**src/sv/sosc_pkg.sv**
```systemverilog
// Package: shared types, constants and state codes for the odd-only segmented sieve counter.
`timescale 1ns / 1ps
package sosc_pkg;
  localparam int SegmentBits = 32768;
  localparam int SegIdxW = $clog2(SegmentBits);
  localparam int TableDepth = 131072;
  localparam int TabIdxW = $clog2(TableDepth);
  localparam int TabCntW = $clog2(TableDepth + 1);
  localparam int PrimeW = 20;
  localparam int BlockW = 24;
  localparam int CountW = 16;
  localparam int ValW = 48;   // holds high = (block+1)*2*SegmentBits and p*p
  localparam int SpanShift = $clog2(2 * SegmentBits);

  typedef struct packed {
    logic [BlockW-1:0] block_index;
    logic [PrimeW-1:0] prime_value;
    logic              req_type;
  } sosc_in_t;

  typedef struct packed {
    logic [BlockW-1:0] block_echo;
    logic [CountW-1:0] prime_count;
  } sosc_out_t;

  typedef enum logic [3:0] {
    S_IDLE, S_FILL, S_RD, S_RDW, S_CHK, S_MOD, S_MARK, S_CNT, S_CNTW, S_DONE
  } sosc_state_t;

  typedef struct packed {
    logic              start;
    logic [ValW-1:0]   dividend;
    logic [PrimeW-1:0] divisor;
  } sosc_div_req_t;

  typedef struct packed {
    logic              done;
    logic [PrimeW-1:0] rem;
  } sosc_div_rsp_t;
endpackage

```
**src/sv/sosc_divider.sv**
```systemverilog
// Bit-serial restoring remainder unit: one quotient bit per cycle.
`timescale 1ns / 1ps
module sosc_divider import sosc_pkg::*; (
  input  logic          clk,
  input  logic          rst,
  input  sosc_div_req_t req,
  output sosc_div_rsp_t rsp
);
  localparam int CntW = $clog2(ValW + 1);
  logic [ValW-1:0]   dvd;
  logic [PrimeW:0]   r;
  logic [PrimeW-1:0] d;
  logic [CntW-1:0]   cnt;
  logic              run;
  logic              done_q;
  logic [PrimeW+1:0] shifted;

  assign shifted = {r, dvd[ValW-1]};

  always_ff @(posedge clk) begin
    if (rst) begin
      run <= 1'b0;
      done_q <= 1'b0;
    end else begin
      done_q <= 1'b0;
      if (req.start) begin
        run <= 1'b1;
        dvd <= req.dividend;
        d <= req.divisor;
        r <= '0;
        cnt <= CntW'(ValW);
      end else if (run) begin
        dvd <= {dvd[ValW-2:0], 1'b0};
        if (shifted >= {2'b00, d}) r <= (PrimeW+1)'(shifted - {2'b00, d});
        else r <= shifted[PrimeW:0];
        cnt <= cnt - 1'b1;
        if (cnt == CntW'(1)) begin
          run <= 1'b0;
          done_q <= 1'b1;
        end
      end
    end
  end

  assign rsp = '{done: done_q, rem: r[PrimeW-1:0]};
endmodule

```
**config.mk**
```make
export PLATFORM = sky130hd
export DESIGN_NAME = sosc_divider
export DESIGN_NICKNAME = d
export VERILOG_FILES = /design/src/sv/sosc_pkg.sv /design/src/sv/sosc_divider.sv
export SDC_FILE = /design/constraint.sdc
export NUM_CORES = 1
export LEC_CHECK = 0
export BUFFER_PORTS_ARGS = -buffer_cell sky130_fd_sc_hd__buf_2
export CORE_UTILIZATION = 55
export DETAILED_ROUTE_END_ITERATION = 7
export PLACE_DENSITY_LB_ADDON = 0.12
export SYNTH_ARGS = -nofsm -noshare
export SYNTH_HDL_FRONTEND = slang
export SYNTH_SLANG_ARGS = --single-unit
```
**constraint.sdc**
```tcl
create_clock -name clk -period 7.9 [get_ports clk]
set_clock_uncertainty 0.15 [all_clocks]
set_input_delay 2.37 -clock clk [delete_from_list [all_inputs] [get_ports clk]]
set_output_delay 2.37 -clock clk [all_outputs]
set_load 0.01 [all_outputs]
```
# == Word-level counts from Yosys, hierarchy flattened ==
# Cells that the tools add are included.
# op_classes
n_addsub,2
shifts,0
multipliers,0
bitwise_logic,2
n_div,0
eq_ne,1
reduce_logical,4
n_lt_le_gt_ge,1
mux,9
# op_table
operator,n
$mux W48,2
$mux W21,2
$ge A22 B20 Y1,1
$sub A21 B20 Y21,1
$eq A6 B1 Y1 const B,1
$mux W6,1
$sub A6 B1 Y6 const B,1
$mux W1,4
$reduce_and A2 Y1,2
$reduce_or A3 Y1,1
$not A1 Y1,2
$reduce_bool A2 Y1,1
# totals
word_cells,25
mem_bits_rw,0
rom_bits,0
memories,0
latchBits,0
inputBits,71
reg_bits,97
output_inout_bits,21

# == Longest topological paths before layout ==
# Gate-level depths: netlist of the first run.
# depth
depth_word,4
depth_mapped,11
mapped_depth_nobuf,10

# == Least setup slack after synthesis of the first run ==
# No wires, ideal clock.
# synth_path
path_kind,in2reg
start,input req[68] in the netlist's numbering
end,"register cnt[0], enable pin"
setup_ns,0.510
cell_stages,4
n_path_buf,2
required_ns,7.240
arrival_time_ns,5.839
setup_slack_ns,1.401
path_cell_list,buf_6 > clkbuf_8 > nor2_1 > nor2_1
# synth_between
elab_chain_cells,2
# synth_rtl
element,line_no,source
"start, declared",sosc_divider.sv:6,"input sosc_div_req_t req,"
$reduce_bool A2 Y1 (no line),n/a,
$reduce_and A2 Y1 (no line),n/a,
"end signal, assigned",sosc_divider.sv:31,cnt <= CntW'(ValW);
"end signal, assigned",sosc_divider.sv:36,cnt <= cnt - 1'b1;
"end, declared",sosc_divider.sv:13,logic [CntW-1:0] cnt;
# No other way between the ends.
# A chain may end at the register's enable or synchronous reset.

# == Worst setup path after layout of the first run ==
# layout_path
start,input req[68] in the netlist's numbering
end,"register cnt[2], enable pin"
# Same word-level chain as after synthesis.

==> results of run 1 <==
==> registers in the layout (all words and copies together), names as in the netlist <==
register,cells
done_q,1
r,21
run,1
cnt,6
dvd,48
d,20
==> per-stage QoR <==
| step | instance area, um^2 | power (uW) | setup WS, ns | utilization, % | cells |
|---|---|---|---|---|---|
| final | 6098 | 1284 | 3.239 | 62.39 | 654 |
| after global routing | 6098 | 1344 | 3.031 | 62.39 | 654 |
| after CTS | 6098 | 1288 | 3.230 | 62.39 | 654 |
| after detailed placement | 5898 | 948.9 | 2.854 | 60.34 | 639 |
| after global placement | 5898 | 945.7 | 2.876 | 60.34 | 639 |
| after floorplan | 5563 | 888.3 | 1.401 | - | 458 |
==> report_power, final <==
group	switching, uW	leakage [uW]	total, uW	internal (uW)
clock network	167	0.000101	343	176
logic	170	0.00137	305	134
registers	20.5	0.000923	636	616
==> critical path: stages <==
cell	delay (ns)
buf_2	0.08
buf_4	0.65
nor2_1	0.20
nor2_4	0.49
buf_4	0.65
==> layout make-up <==
type	instances	area, um^2
clock buffers	11	131.4
clock inverters	4	68.82
fillers	813	3676
inverters	27	101.3
multi-input cells	288	2260
flip-flops and latches	97	2893
well taps	133	166.4
repair buffers	94	478.0
==> logic make-up (layout without fill, tap and decap cells) <==
family,Yosys count,count (layout),share of synthesized area [%]
compound gates,115,115,14.80
fa+ha+maj,23,23,5.308
simple gates,89,89,8.435
flops,97,97,52.00
xor+xnor,11,11,1.732
mux,50,50,10.17
buf+inv,73,136,7.557
==> metal layers <==
layer | vias up | global-route usage (%) | part of all wire [%]
met3 | 16 | 5.220 | 5.9
met2 | 115 | 34.00 | 45
met5 | - | 0 | 0
li1 | 1830 | - | -
met1 | 1773 | 29.74 | 47
met4 | 0 | 8.901 | 1.8
==> Yosys cell counts (2+ instances only) <==
cell type and count:
edfxtp_1 95, mux2_2 48, a21oi_1 29, inv_1 27
nor2_1 23, ha_1 22, buf_4 21, nand3_1 17
o21ai_1 12, nand2_1 11, o21ai_0 11, clkbuf_1 10
nor3_1 9, xnor2_1 9, a21o_1 7, buf_2 6
buf_6 6, o211ai_1 6, o21a_1 6, a211oi_1 5
nand4_1 5, or3_1 5, a31oi_1 3, and3_1 3
nor2b_1 3, o2111ai_1 3, o21bai_1 3, a21boi_0 2
a21oi_2 2, a311oi_1 2, a31o_2 2, and4_1 2
dfxtp_1 2, nand2b_1 2, o211a_1 2, o221ai_2 2
o22ai_1 2, o31ai_1 2, xor2_1 2
==> final timing paths <==
kind | cells past startpoint | slack, ns | endpoint | startpoint
max | 5 | 3.24 | cnt[2] | req[68]
min reg2reg | 1 | 0.36 | done_q | run
max reg2reg | 10 | 4.56 | r[20] | dvd[47]
min | 1 | 0.36 | done_q | run
==> impl_metrics.csv, run 1 <==
group,metric,value,unit
place,dpl.hpwl,7610,um
global_routing,track_usage,21.92,%
clock_network,htreeDepth,3,
route,ant_nets,0,
floorplan,die_w,102.6,um
timing,fin_tns_setup,0,ns
critical_path,worstSetupEndpointType,"flop",
floorplan,die_y,102.6,um
clock_network,clk_latency,0.36,ns
floorplan,start_util,56.91,%
global_routing,grt_max_degree,75,
clock_network,cts-hold-fix-buffers,0,
timing,hold_viol_final,0,
logic_synthesis,ys_warn_count,0,
logic_synthesis,synth_top_area_share,51.28,%
timing,slew_headroom,24.04,%
timing,rsz0062_at_grt,"no",
critical_path,criticalPathCategory,"input port to flop",
floorplan,die-area,0.01052,mm^2
run,maxCapViolCount,0,
pwr,p_leak,0.002393,uW
logic_synthesis,ys_types,68,
layout,nNetsFinal,611,
route,first_pass_iters,4,
logic_synthesis,ys_ff_latch,97,
global_routing,antenna_found_initial,1,
layout,final_cell_mix,"edfxtp_1, buf_2, mux2_2",
place,routabilityCongestion,0.8665,
status,run_status,"finished, final reports clean",
logic_synthesis,syn-instance-count,458,
logic_synthesis,async_flop_share,0,%
timing,min_period,4.661,ns
critical_path,start_kind,"input port",
layout,final_common_cell,"edfxtp_1",
critical_path,worst_ep_required_time,7.74,ns
floorplan,coreArea,0.009774,mm^2
global_routing,grt.overflow.total,0,
logic_synthesis,synth_edf_count,95,
logic_synthesis,yosysSeqAreaShare,52.00,%
logic_synthesis,synth_area_leaders,"edfxtp_1, mux2_2, ha_1",
layout,drive_gt1_share,34.17,%
clock_network,clk_pin_slew_worst_paths,0.09,ns
pwr,p_per_area,210.5,mW/mm^2
logic_synthesis,synth_ff_type,"edfxtp_1",
global_routing,grt_pass1_wl,17330,um
route,wl_per_cell,16.49,um
clock_network,cts_tree,"yes",
clock_network,postCtsSetupBuffers,0,
route,drt_iter0_drc,241,
route,num_vias,3734,
logic_synthesis,yosys.area.top_type,"edfxtp_1",
route,routed_via_density,5.709,
critical_path,crit_fanout,74,
layout,diodes,0,
clock_network,cts_resized,0,
hold_path,min_path_type,"flop to flop",
clock_network,cts_max_path_buffers,2,
logic_synthesis,syn-num-nets,552,
timing,min_period_over_period,59.01,%
timing,slew_violations,0,
route,route.final.wire_length,10780,um
layout,area_delta_synth_final,9.627,%
floorplan,rows,36,
timing,setup_viol,0,
logic_synthesis,syn_area,0.005563,mm^2
logic_synthesis,syn_avg_cell_area,12.15,um^2
clock_network,numCtsBuffers,9,
critical_path,worstPathArrival,4.50,ns
global_routing,grt_pass1_vias,3553,
timing,fmax,0.2145,GHz
clock_network,clock_sinks,97,
timing,hold_ws,0.3551,ns
floorplan,ioPinCount,92,
route,drc,0,
timing,tightest_slew,1.138,ns
clock_network,cts_root_buf,"clkbuf_8",
pwr,ir_worst_vdd,0.1215,mV
place,portBuffers,91,
No activity file was read; power rests on OpenSTA's default activity.
==> inputs of run 2 (changes only) <==
--- a/config.mk
+++ b/config.mk
@@ -5,6 +5,7 @@
 export SDC_FILE = /design/constraint.sdc
 export NUM_CORES = 1
 export LEC_CHECK = 0
+export ABC_AREA = 1
 export BUFFER_PORTS_ARGS = -buffer_cell sky130_fd_sc_hd__buf_2
 export CORE_UTILIZATION = 55
 export DETAILED_ROUTE_END_ITERATION = 7
==> constraint.sdc (replaced) <==
create_clock -name clk -period 4.5 [get_ports clk]
set_clock_uncertainty 0.15 [all_clocks]
set_input_delay 1.35 -clock clk [delete_from_list [all_inputs] [get_ports clk]]
set_output_delay 1.35 -clock clk [all_outputs]
set_load 0.01 [all_outputs]
==> impl_metrics.csv, run 2 <==
group,metric,value,unit
pwr,p_per_area,342.8,mW/mm^2
timing,min_period_over_period,59.33,%
layout,largest_registers,"dvd: 48 flops, r: 21 flops, d: 20 flops",
critical_path,worst_ep_required_time,4.60,ns
logic_synthesis,ys_top_cells_by_count,"nand2_1, edfxtp_1, inv_1, nor2_1, buf_4",
logic_synthesis,syn-num-nets,782,
timing,hold_ws,0.3623,ns
timing,slew_headroom,48.59,%
place,dpl.hpwl,8091,um
floorplan,die-area,0.01100,mm^2
timing,fmax,0.3745,GHz
layout,final_common_cell,"nand2_1",
floorplan,coreArea,0.01028,mm^2
logic_synthesis,synth_edf_count,95,
clock_network,cts-hold-fix-buffers,0,
global_routing,grt_pass1_wl,19510,um
clock_network,cts_root_buf,"clkbuf_8",
layout,largest_reg_flops,48,
global_routing,track_usage,22.52,%
hold_path,min_path_cells,2,
route,num_vias,4373,
route,route.final.wire_length,11280,um
timing,fin_tns_setup,0,ns
global_routing,grt_max_degree,71,
clock_network,postCtsSetupBuffers,0,
logic_synthesis,yosys.area.top_type,"edfxtp_1",
run,maxCapViolCount,0,
critical_path,r2r_cells,15,
layout,diodes,0,
logic_synthesis,syn_avg_cell_area,8.460,um^2
clock_network,clock_sinks,97,
layout,area_delta_synth_final,10.36,%
layout,final_cell_mix,"nand2_1, edfxtp_1, buf_2",
place,portBuffers,91,
floorplan,start_util,56.64,%
hold_path,min_path_type,"flop to flop",
timing,slew_violations,0,
floorplan,die_y,104.9,um
logic_synthesis,synth_area_leaders,"edfxtp_1, nand2_1, inv_1",
clock_network,cts_tree,"yes",
logic_synthesis,yosysSeqAreaShare,49.70,%
logic_synthesis,synth_ff_type,"edfxtp_1",
route,drc,0,
route,drt_iter0_drc,132,
timing,tightest_slew,0.7711,ns
route,routed_via_density,4.864,
clock_network,cts_resized,0,
timing,hold_viol_final,0,
place,place_area,0.006245,mm^2
layout,nNetsFinal,852,
layout,instances_no_fill,899,
critical_path,crit_fanout,25,
global_routing,grt.overflow.total,0,
logic_synthesis,syn_area,0.005821,mm^2
clock_network,cts_max_path_buffers,2,
floorplan,ioPinCount,92,
logic_synthesis,ys_types,37,
logic_synthesis,yosys.cell_count.top_type,"nand2_1",
timing,setup_viol,0,
floorplan,rows,37,
clock_network,clk_latency,0.38,ns
place,dp.cells,883,
timing,rsz0062_at_grt,"no",
timing,min_period,2.670,ns
global_routing,antenna_found_initial,0,
layout,top_register,"dvd",
critical_path,criticalPathCategory,"flop to flop",
place,routabilityCongestion,0.9461,
layout,final_area,0.006424,mm^2
route,first_pass_iters,4,
critical_path,worstSetupEndpointType,"flop",
clock_network,htreeDepth,3,
logic_synthesis,async_flop_share,0,%
clock_network,clk_pin_slew_worst_paths,0.10,ns
logic_synthesis,synth_top_area_share,49.01,%
critical_path,start_kind,"flop",
critical_path,worstPathArrival,2.77,ns
global_routing,grt_pass1_vias,4391,
status,run_status,"finished, final reports clean",
pwr,p_leak,0.003127,uW
logic_synthesis,syn-instance-count,688,
route,ant_nets,0,
floorplan,die_w,104.9,um
logic_synthesis,ys_warn_count,0,
layout,drive_gt1_share,23.07,%
logic_synthesis,ys_ff_latch,97,
pwr,ir_worst_vdd,0.1978,mV
route,wl_per_cell,12.54,um
clock_network,numCtsBuffers,9,
run 2: kinds of logic after synthesis:
family | synth area share [%]
and+or+nand+nor | 29.73
AOI/OAI and AO/OA | 3.955
adders and majority gates | 5.073
buffers and inverters | 10.04
xor gates and xnor gates | 1.505
DFF | 49.70
run 2: layout make-up:
cell class                      count  area (um^2)
Inverter                           87        326.6
Timing Repair Buffer               95        498.0
Clock inverter                      7        55.05
Sequential cell                    97         2893
Tap cell                          136        170.2
Clock buffer                        9        123.9
Fill cell                         959         3854
Multi-Input combinational cell    468         2357
run 2: power breakdown:
part | switching (uW) | leakage, uW | internal [uW]
Combinational | 347 | 0.00212 | 202
Sequential | 33.2 | 0.000927 | 1080
Clock | 333 | 0.0000851 | 206
run 2: critical path, cell delays in order, from the launching register on:
cell and delay [ns]:
edfxtp_1 0.41, inv_1 0.07, ha_1 0.14, inv_1 0.07
fa_1 0.45, nand2_1 0.10, nand2_1 0.07, nand3_2 0.07
nand2_2 0.06, nand2_1 0.08, nand2_2 0.10, nand2_4 0.16
nand2_8 0.18, inv_2 0.23, nor2_1 0.07, nor2_2 0.10
run 2: per-layer routing:
layer / global-route usage (%) / vias up / share of wire, %
met5: 0 / - / 0
met3: 3.805 / 21 / 4.9
met2: 37.46 / 105 / 46
met1: 28.59 / 1955 / 46
met4: 10.87 / 0 / 2.5
li1: - / 2292 / -
run 2: path summary, 6_finish.rpt:
kind | start | endpoint | slack, ns
hold / removal | dvd[10] | dvd[11] | 0.36
setup reg to reg | dvd[47] | r[9] | 1.83
hold reg to reg | dvd[10] | dvd[11] | 0.36
setup / recovery | dvd[47] | r[9] | 1.83
run 2: per-stage QoR:
stage	total power, uW	util [%]	worst slack (ns)
finish	2202	62.50	1.830
global route	2336	62.50	1.591
CTS	2222	62.50	1.808
detailed placement	1685	60.76	1.540
global placement	1675	60.76	1.553
floorplan	1568	-	0.7206
